**src/hw/rtl/fscr_ram.sv**
```systemverilog
// Simple dual-port RAM with one write port and one registered read port.
`default_nettype none
module fscr_ram #(
    parameter int WIDTH = 8,
    parameter int DEPTH = 16
) (
    input  wire logic                     clk,
    input  wire logic                     we,
    input  wire logic [$clog2(DEPTH)-1:0] waddr,
    input  wire logic [WIDTH-1:0]         wdata,
    input  wire logic [$clog2(DEPTH)-1:0] raddr,
    output logic      [WIDTH-1:0]         rdata
);

    logic [WIDTH-1:0] mem [DEPTH];

    // Write port.
    always_ff @(posedge clk)
    begin
        if (we)
        begin
            mem[waddr] <= wdata;
        end
    end

    // Registered read port.
    always_ff @(posedge clk)
    begin
        rdata <= mem[raddr];
    end

endmodule
`default_nettype wire
```
**config.mk**
```make
export PLATFORM = sky130hd
export DESIGN_NAME = fscr_ram
export DESIGN_NICKNAME = d
export VERILOG_FILES = /design/src/hw/rtl/fscr_ram.sv
export SDC_FILE = /design/constraint.sdc
export NUM_CORES = 1
export LEC_CHECK = 0
export BUFFER_PORTS_ARGS = -buffer_cell sky130_fd_sc_hd__buf_4
export CORE_MARGIN = 10
export CORE_UTILIZATION = 35
export CTS_CLUSTER_SIZE = 40
export DETAILED_ROUTE_END_ITERATION = 12
export GPL_TIMING_DRIVEN = 0
export HOLD_SLACK_MARGIN = 0.1
export MAX_ROUTING_LAYER = met4
export SLEW_MARGIN = 20
export SYNTH_ARGS = -nofsm -noshare
export SYNTH_HDL_FRONTEND = slang
export SYNTH_SLANG_ARGS = --single-unit
```
**constraint.sdc**
```tcl
create_clock -name clk -period 2.37 [get_ports clk]
set_clock_uncertainty 0.1 [all_clocks]
set_input_delay 0.3555 -clock clk [delete_from_list [all_inputs] [get_ports clk]]
set_output_delay 0.3555 -clock clk [all_outputs]
set_load 0.005 [all_outputs]
```
==> results.txt, run 1 <==
outcome -> complete, no violations
area grow syn2layout -> 20.2%
number of synthesized flops with an enable pin -> 128
CP Class -> in -> reg
Post-Place Setup Slack -> 0.210 ns
Reg clk slew, reported paths -> 0.06 ns
Reg area -> 0.00400 mm^2
global-route wire length before repair -> 16,100 um
FMAX -> 586 MHz
Yosys reg bits -> 136
number of detailed-route iterations in the first pass -> 4
ys flop type -> edfxtp_1
num rows -> 44
hpwl dp -> 6860 um
Synth top area share -> 74.7%
layout net count -> 290
initial drt markers -> 253
vias in the first global route -> 2,568
vias post-DR -> 2,387
post-synth top area cell -> edfxtp_1
die area -> 0.0200 mm^2
wire length per cell -> 22.7 um
WL final -> 10,700 um
RSZ-0062 raised after global routing -> false
Final Hold Fails -> 0
initial antenna violation count -> 0
diodes inserted -> 0
worst-path maximum fanout -> 8
Post-Synthesis Net Count -> 247
Max IR drop VDD -> 0.000532 V
Final period util -> 72.0%
CTS buffer count -> 17
Synth Instances -> 229
Post-CTS Setup Bufs -> 0
reg2reg setup slack -> 0.68 ns
max_slew headroom -> 44.5%
Die Span Y -> 141 um
dpl cells -> 437
area of the multi-input gates -> 0.00108 mm^2
Min-Delay Path Class -> in -> reg
pwr dens -> 920 mW/mm^2
Synth cell types -> 19
final RePlAce weighted congestion -> 0.811
Area contributors post-synth -> edfxtp_1, mux4_2, mux4_1
Worst Max-Slew Pin Slew -> 0.828 ns
Post-synth ARST share -> 0%
final non-filler cell total -> 469
H-tree depth -> 4
worst endpoint required time -> 2.31 ns
gr ovfl total -> 0
I/O pins -> 26
layout cells sized above 1 -> 30.5%
DRC viols -> 0
synthesized area -> 0.00515 mm^2
top-count cell post-synth -> edfxtp_1
core footprint -> 0.0145 mm^2
Tmin final -> 1.71 ns
Setup Viol. Count Final -> 0
fillers -> 1,263
port bufs -> 24
largest net degree at the start of global routing -> 17
register area share after synthesis -> 77.8%
CTS root buf -> clkbuf_16
Syn. warnings -> 0
CP startpoint kind -> input port
maxcap violations -> 0
largest buffer count on any clock path -> 2
setup ws final -> 0.664 ns
Sink Count -> 136
Fin Hold WS -> 0.171 ns
post-route ant nets -> 0
hold buffers post-CTS -> 0
Initial Util -> 35.6%
worst path arrival time -> 1.65 ns
P_leak -> 0.00206 uW
synth cell count leaders -> edfxtp_1, mux4_2, a22oi_1
vias per inst -> 5.09
post_cts resized -> 0
Setup crit end kind -> flop
Mean Syn Cell Area -> 22.5 um^2
Clock Latency Late Sink -> 0.42 ns
Final Slew Violations -> 0
TritonCTS clock tree -> built
Die W -> 141 um
Total GRT Usage -> 11.5%
where the power goes:
| part | internal, uW | switching (uW) | total (uW) |
|---|---|---|---|
| Clock | 1740 | 970 | 2710 |
| Sequential | 2690 | 12.8 | 2700 |
| Combinational | 123 | 157 | 280 |
layer usage:
layer / global-route usage (%) / share of wire [%] / up-vias
met5: - / 0 / -
met4: 3.59 / 1.2 / 0
met3: 4.61 / 8.9 / 15
met2: 16.7 / 48 / 78
met1: 14.4 / 42 / 1229
li1: - / - / 1065
worst paths after layout:
path                                           start                   to  depth (start not counted)
worst max-delay path                        waddr[2]  mem[2][5]$_DFFE_PP_                          3
worst min register to register  mem[14][3]$_DFFE_PP_     rdata[3]$_DFF_P_                          3
worst max register to register   mem[2][0]$_DFFE_PP_     rdata[0]$_DFF_P_                          3
worst min-delay path                        wdata[6]  mem[2][6]$_DFFE_PP_                          1
per-stage QoR:
stage,total power [uW],instance area [um^2],util (%),setup TNS [ns]
after floorplan,2890,5150,-,0
final,5690,6190,42.7,0
after global placement,3020,5560,38.4,-1.44
after global routing,5870,6190,42.7,0
after detailed placement,3040,5580,38.5,0
after CTS,5730,6190,42.7,0
kinds of logic after synthesis:
kind of cell / after synthesis / synth area share (%)
flops: 136 / 77.8
simple gates: 35 / 3.18
mux: 32 / 15.0
compound gates: 16 / 2.33
buf+inv: 10 / 1.68
worst max-delay path, stage by stage:
cell	delay (ns)
buf_4	0.13
or3b_2	0.51
nor2_1	0.64
registers in the layout (all words and copies together), names as in the netlist:
register / flops
mem: 128
rdata: 8
layout make-up:
cell class | instances | area share, %
flip-flops and latches | 136 | 64.7
multi-input cells | 83 | 17.4
clock buffers | 17 | 6.88
well taps | 184 | 3.72
clock inverters | 15 | 2.97
repair buffers | 24 | 2.91
plain buffers | 10 | 1.40
layout by cell type (no fill, tap or decap):
cell,synthesis,routed
buf_6,3,3
mux4_2,18,18
clkinv_2,0,5
nand3_1,1,1
nand2_1,9,9
nor3_2,0,4
dfxtp_1,8,8
and2_1,1,1
and2b_1,1,1
edfxtp_1,128,128
mux4_1,14,14
clkinv_4,0,1
or3b_2,1,1
nor2b_1,1,1
clkdlybuf4s25_2,3,3
clkinvlp_4,0,3
nor2_1,13,13
a22oi_1,16,16
clkinv_1,0,2
bufinv_16,0,4
buf_2,3,3
buf_4,1,25
nand2b_1,2,2
clkbuf_16,0,17
nand3b_1,2,2
No activity file was read; power rests on OpenSTA's default activity.
==> inputs of run 2 (changes only) <==
==> constraint.sdc (replaced) <==
create_clock -name clk -period 1.7 [get_ports clk]
set_clock_uncertainty 0.1 [all_clocks]
set_input_delay 0.255 -clock clk [delete_from_list [all_inputs] [get_ports clk]]
set_output_delay 0.255 -clock clk [all_outputs]
set_load 0.005 [all_outputs]
==> run 2 against run 1 <==
  * Core utilization rose by 0.45 points
  * Clock-buffer cell count increased by 4
  * Critical path type unchanged
  * Hold slack better by 0.033 ns
  * Critical endpoint is now mem[3][6]$_DFFE_PP_
  * Setup slack worse by 0.62 ns
  * Largest cell class unchanged
==> results.txt, run 2 (synthesized netlist as in run 1, its figures left out) <==
CTS root buf -> clkbuf_16
outcome -> complete, no violations
Total GRT Usage -> 11.5% (+0.036 points)
Reg clk slew, reported paths -> 0.06 ns (about the same)
final RePlAce weighted congestion -> 0.860 (+6.0%)
setup ws final -> 0.0414 ns (-0.622 ns)
final non-filler cell total -> 477 (+1.7%)
number of detailed-route iterations in the first pass -> 4 (unchanged)
I/O pins -> 26 (unchanged)
final instance area -> 0.00625 mm^2 (+1.1%)
CP startpoint kind -> input port
pwr dens -> 1260 mW/mm^2 (+37%)
placed inst area -> 0.00558 mm^2 (unchanged)
wire length per cell -> 22.0 um (-3.1%)
DRC viols -> 0 (unchanged)
vias per inst -> 5.06 (-0.52%)
worst-case reg-to-reg path depth -> 3 (unchanged)
max reg flops -> 128 (unchanged)
Final Hold Fails -> 0 (unchanged)
most common cell after layout, fill and taps aside -> edfxtp_1
maxcap violations -> 0 (unchanged)
gr ovfl total -> 0 (unchanged)
largest buffer count on any clock path -> 2 (unchanged)
worst path arrival time -> 1.59 ns (-0.06 ns)
H-tree depth -> 4 (unchanged)
highest-count cells in the layout ignoring fill and taps -> edfxtp_1, buf_4, mux4_2
core footprint -> 0.0145 mm^2 (unchanged)
Die Span Y -> 141 um (unchanged)
Sink Count -> 136 (unchanged)
initial drt markers -> 306 (+21%)
Max IR drop VDD -> 0.000791 V (+49%)
post_cts resized -> 0 (unchanged)
hold_sp -> waddr[0]
FMAX -> 603 MHz
Setup crit end kind -> flop
global-route wire length before repair -> 15,800 um (-1.3%)
Util after Layout -> 43.2% (+0.45 points)
worst-path maximum fanout -> 8 (unchanged)
initial antenna violation count -> 0 (unchanged)
dpl cells -> 437 (unchanged)
Final Slew Violations -> 0 (unchanged)
WL final -> 10,500 um (-1.5%)
largest net degree at the start of global routing -> 17 (unchanged)
RSZ-0062 raised after global routing -> false
Final period util -> 97.6%
max_slew headroom -> 40.7% (-3.8 points)
Min-Delay Endpoint -> mem[0][4]$_DFFE_PP_
origin of the critical flop-to-flop path -> mem[1][0]$_DFFE_PP_
Die W -> 141 um (unchanged)
CTS buffer count -> 17 (unchanged)
TritonCTS clock tree -> built
Biggest register -> mem
layout net count -> 298 (+2.8%)
die area -> 0.0200 mm^2 (unchanged)
vias in the first global route -> 2,608 (+1.6%)
port bufs -> 24 (unchanged)
Setup Viol. Count Final -> 0 (unchanged)
Post-Place Setup Slack -> -0.371 ns (-0.581 ns)
P_leak -> 0.00209 uW (+1.4%)
Tmin final -> 1.66 ns
vias post-DR -> 2,415 (+1.2%)
num rows -> 44 (unchanged)
reg2reg setup slack -> 0.11 ns (-0.57 ns)
Min-Delay Path Class -> in -> reg
diodes inserted -> 0 (unchanged)
hpwl dp -> 6660 um (-2.9%)
fillers -> 1,240 (-1.8%)
worst endpoint required time -> 1.64 ns (-0.67 ns)
largest registers -> mem: 128 flops, rdata: 8 flops
area grow syn2layout -> 21.5%
Worst Max-Slew Pin Slew -> 0.886 ns (+0.0589 ns)
layout cells sized above 1 -> 27.6% (-2.9 points)
Initial Util -> 35.6% (unchanged)
CP Class -> in -> reg
post-route ant nets -> 0 (unchanged)
hold depth -> 2 (+1)
Clock Latency Late Sink -> 0.41 ns (about the same)
Worst R2R End -> rdata[0]$_DFF_P_
==> run 2: per-layer routing <==
layer  track usage [%]  routed length (um)  vias to the layer above
li1                  -                   -                     1074
met1              14.8                4620                     1263
met2              16.2                5080                       72
met3              4.77                 719                        6
met4              3.75                  80                        0
met5                 -                   0                        -
==> run 2: worst max-delay path: stages <==
cell	delay (ns)
buf_4	0.13
or3b_2	0.51
nor2_1	0.69
==> run 2: what timing repair did <==
item                      in CTS  in global routing
hold buffers                   8                  0
buffers inserted               0                  0
hold endpoints to repair     128                  0
==> run 2: cell type report <==
cell class	count	area, um^2	area share, %
buffer	10	86.3	1.38
clock buffer	21	440	7.04
clock inverter	11	154	2.46
multi-input combinational	83	1080	17.2
sequential	136	4000	64.0
tap	184	230	3.68
timing repair buffer	32	260	4.16
==> run 2: worst max path at each step <==
stage / startpoint / end / cells past startpoint
after floorplan: waddr[2] / mem[3][0]$_DFFE_PP_ / 2
after global placement: waddr[3] / mem[4][7]$_DFFE_PP_ / 3
after detailed placement: waddr[2] / mem[3][0]$_DFFE_PP_ / 3
after CTS: waddr[2] / mem[3][2]$_DFFE_PP_ / 3
after global routing: mem[1][0]$_DFFE_PP_ / rdata[0]$_DFF_P_ / 3
final: waddr[2] / mem[3][6]$_DFFE_PP_ / 3
==> run 2: power breakdown <==
group / switching, uW / internal [uW]
combinational: 219 / 183
sequential: 18.2 / 3750
clock: 1260 / 2430
==> run 2: stage by stage <==
step | hold slack [ns] | setup TNS, ns | power, uW
after global routing | 0.194 | 0 | 8140
final | 0.205 | 0 | 7860
after floorplan | 0.254 | 0 | 4030
after global placement | 0.484 | -25.25 | 4220
after detailed placement | 0.502 | -16.81 | 4230
after CTS | 0.196 | 0 | 7940
==> inputs of run 3 (changes only) <==
--- a/config.mk
+++ b/config.mk
@@ -13,6 +13,8 @@
 export GPL_TIMING_DRIVEN = 0
 export HOLD_SLACK_MARGIN = 0.1
 export MAX_ROUTING_LAYER = met4
+export RECOVER_POWER = 50
+export SETUP_SLACK_MARGIN = 0.15
 export SLEW_MARGIN = 20
 export SYNTH_ARGS = -nofsm -noshare
 export SYNTH_HDL_FRONTEND = slang
==> run 3 against run 2 <==
  * Power decreased by 0.13%
  * Global-route usage about the same
  * Routed wire length decreased by 0.31%
  * Highest routed layer unchanged
==> results.txt, run 3 (synthesized netlist as in run 1, its figures left out) <==
reg2reg setup slack -> 0.15 ns (+0.04 ns)
CTS root buf -> clkbuf_16
post-route ant nets -> 0 (unchanged)
I/O pins -> 26 (unchanged)
placed inst area -> 0.00558 mm^2 (unchanged)
crit path cell chain -> buf_4 -> or3b_2 -> nor2_1
initial antenna violation count -> 0 (unchanged)
num rows -> 44 (unchanged)
vias in the first global route -> 2,608 (unchanged)
gr ovfl total -> 0 (unchanged)
outcome -> complete, no violations
die area -> 0.0200 mm^2 (unchanged)
Setup Viol. Count Final -> 0 (unchanged)
origin of the critical flop-to-flop path -> mem[1][5]$_DFFE_PP_
WL final -> 10,500 um (-0.31%)
H-tree depth -> 4 (unchanged)
Buf/Inv on CP -> 1 (unchanged)
wire length per cell -> 21.9 um (-0.31%)
Total GRT Usage -> 11.5% (+0.029 points)
pwr dens -> 1260 mW/mm^2 (+0.17%)
max_slew headroom -> 40.3% (-0.43 points)
Final Slew Violations -> 0 (unchanged)
CP startpoint -> waddr[2]
Worst R2R End -> rdata[5]$_DFF_P_
Final period util -> 97.9% (+0.31 points)
Util after Layout -> 43.1% (-0.13 points)
worst endpoint required time -> 1.63 ns (about the same)
fillers -> 1,259 (+1.5%)
Initial Util -> 35.6% (unchanged)
initial drt markers -> 291 (-4.9%)
Tmin final -> 1.66 ns (+0.00521 ns)
largest net degree at the start of global routing -> 17 (unchanged)
max reg flops -> 128 (unchanged)
Worst path slowest cell -> nor2_1
hpwl dp -> 6660 um (unchanged)
worst path arrival time -> 1.60 ns (about the same)
Max IR drop VDD -> 0.000791 V (about the same)
core footprint -> 0.0145 mm^2 (unchanged)
worst-case reg-to-reg path depth -> 3 (unchanged)
diodes inserted -> 0 (unchanged)
Reg area -> 0.00400 mm^2 (unchanged)
RSZ-0062 raised after global routing -> true
P_leak -> 0.00204 uW (-2.3%)
setup_tns -> 0 ns (unchanged)
CP Capture Point -> mem[3][2]$_DFFE_PP_
Die W -> 141 um (unchanged)
Worst Max-Slew Pin Slew -> 0.893 ns (+0.00647 ns)
Sink Count -> 136 (unchanged)
area grow syn2layout -> 21.1%
largest buffer count on any clock path -> 2 (unchanged)
layout net count -> 298 (unchanged)
maxcap violations -> 0 (unchanged)
DRC viols -> 0 (unchanged)
final RePlAce weighted congestion -> 0.860 (unchanged)
highest-count cells in the layout ignoring fill and taps -> edfxtp_1, mux4_2, clkbuf_16
Post-CTS Setup Bufs -> 0 (unchanged)
area of the multi-input gates -> 0.00110 mm^2 (+1.7%)
Reg clk slew, reported paths -> 0.05 ns (about the same)
Min-Delay Path Class -> in -> reg
vias per inst -> 5.06 (-0.12%)
number of detailed-route iterations in the first pass -> 4 (unchanged)
vias post-DR -> 2,412 (-0.12%)
CP startpoint kind -> input port
critical path depth -> 3 (unchanged)
global-route wire length before repair -> 15,900 um (+0.35%)
Clock Latency Late Sink -> 0.41 ns (about the same)
CTS buffer count -> 17 (unchanged)
Final Hold Fails -> 0 (unchanged)
FMAX -> 601 MHz (-0.31%)
Biggest register -> mem
Setup crit end kind -> flop
most common cell after layout, fill and taps aside -> edfxtp_1
port bufs -> 24 (unchanged)
largest registers -> mem: 128 flops, rdata: 8 flops
slowest stage delay, CP -> 0.70 ns (about the same)
CP Class -> in -> reg
TritonCTS clock tree -> built
layout cells sized above 1 -> 27.3% (-0.34 points)
worst-path maximum fanout -> 8 (unchanged)
Die Span Y -> 141 um (unchanged)
final instance area -> 0.00623 mm^2 (-0.30%)
cell family contributing the most delay on the critical path -> simple AND/OR/NAND/NOR gates
==> run 3: changes by cell type in the layout (fill, tap and decap cells not counted), sizes merged <==
cell	delta
buf	-16
clkbuf	+16
==> run 3: how the worst min path moves through the flow <==
| stage | endpoint | startpoint | cells after the start |
|---|---|---|---|
| 5_1_grt | mem[0][4]$_DFFE_PP_ | waddr[0] | 2 |
| 6_report | mem[4][1]$_DFFE_PP_ | waddr[0] | 2 |
| 2_1_floorplan | mem[0][0]$_DFFE_PP_ | wdata[0] | 0 |
| 3_3_place_gp | mem[4][6]$_DFFE_PP_ | wdata[6] | 1 |
| 4_1_cts | mem[0][4]$_DFFE_PP_ | waddr[0] | 2 |
| 3_5_place_dp | mem[4][6]$_DFFE_PP_ | wdata[6] | 1 |
==> run 3: layout make-up <==
type	count	area share, %
Multi-Input combinational cell	83	17.6
Clock inverter	11	2.47
Timing Repair Buffer	32	3.57
Tap cell	184	3.69
Clock buffer	21	7.07
Buffer	10	1.38
Sequential cell	136	64.2
==> run 3: power breakdown <==
part | switching [uW] | internal [uW] | total [uW]
sequential | 18.2 | 3750 | 3770
clock | 1250 | 2430 | 3680
combinational | 224 | 174 | 398
total | 1490 | 6350 | 7850
==> run 3: per-layer routing <==
| layer | global-route usage (%) | wire [um] | vias up |
|---|---|---|---|
| li1 | - | - | 1070 |
| met1 | 14.7 | 4520 | 1253 |
| met2 | 16.2 | 5060 | 83 |
| met3 | 5.01 | 795 | 6 |
| met4 | 3.75 | 87 | 0 |
| met5 | - | 0 | - |
==> run 3: per-stage QoR <==
step / hold slack (ns) / total power [uW] / std cells / worst slack (ns)
after global routing: 0.194 / 8140 / 477 / 0.0388
after CTS: 0.196 / 7940 / 477 / 0.0679
after floorplan: 0.254 / 4030 / 229 / 0.0789
final: 0.212 / 7850 / 477 / 0.0362
after global placement: 0.484 / 4220 / 437 / -0.460
after detailed placement: 0.502 / 4230 / 437 / -0.371
==> run 3: what timing repair did <==
action / CTS / global route
endpoints found under the hold margin: 128 / 0
resized for setup: 3 / 6
hold buffers: 8 / 0
pin swaps: 0 / 3
endpoints found under the setup margin: 35 / 37
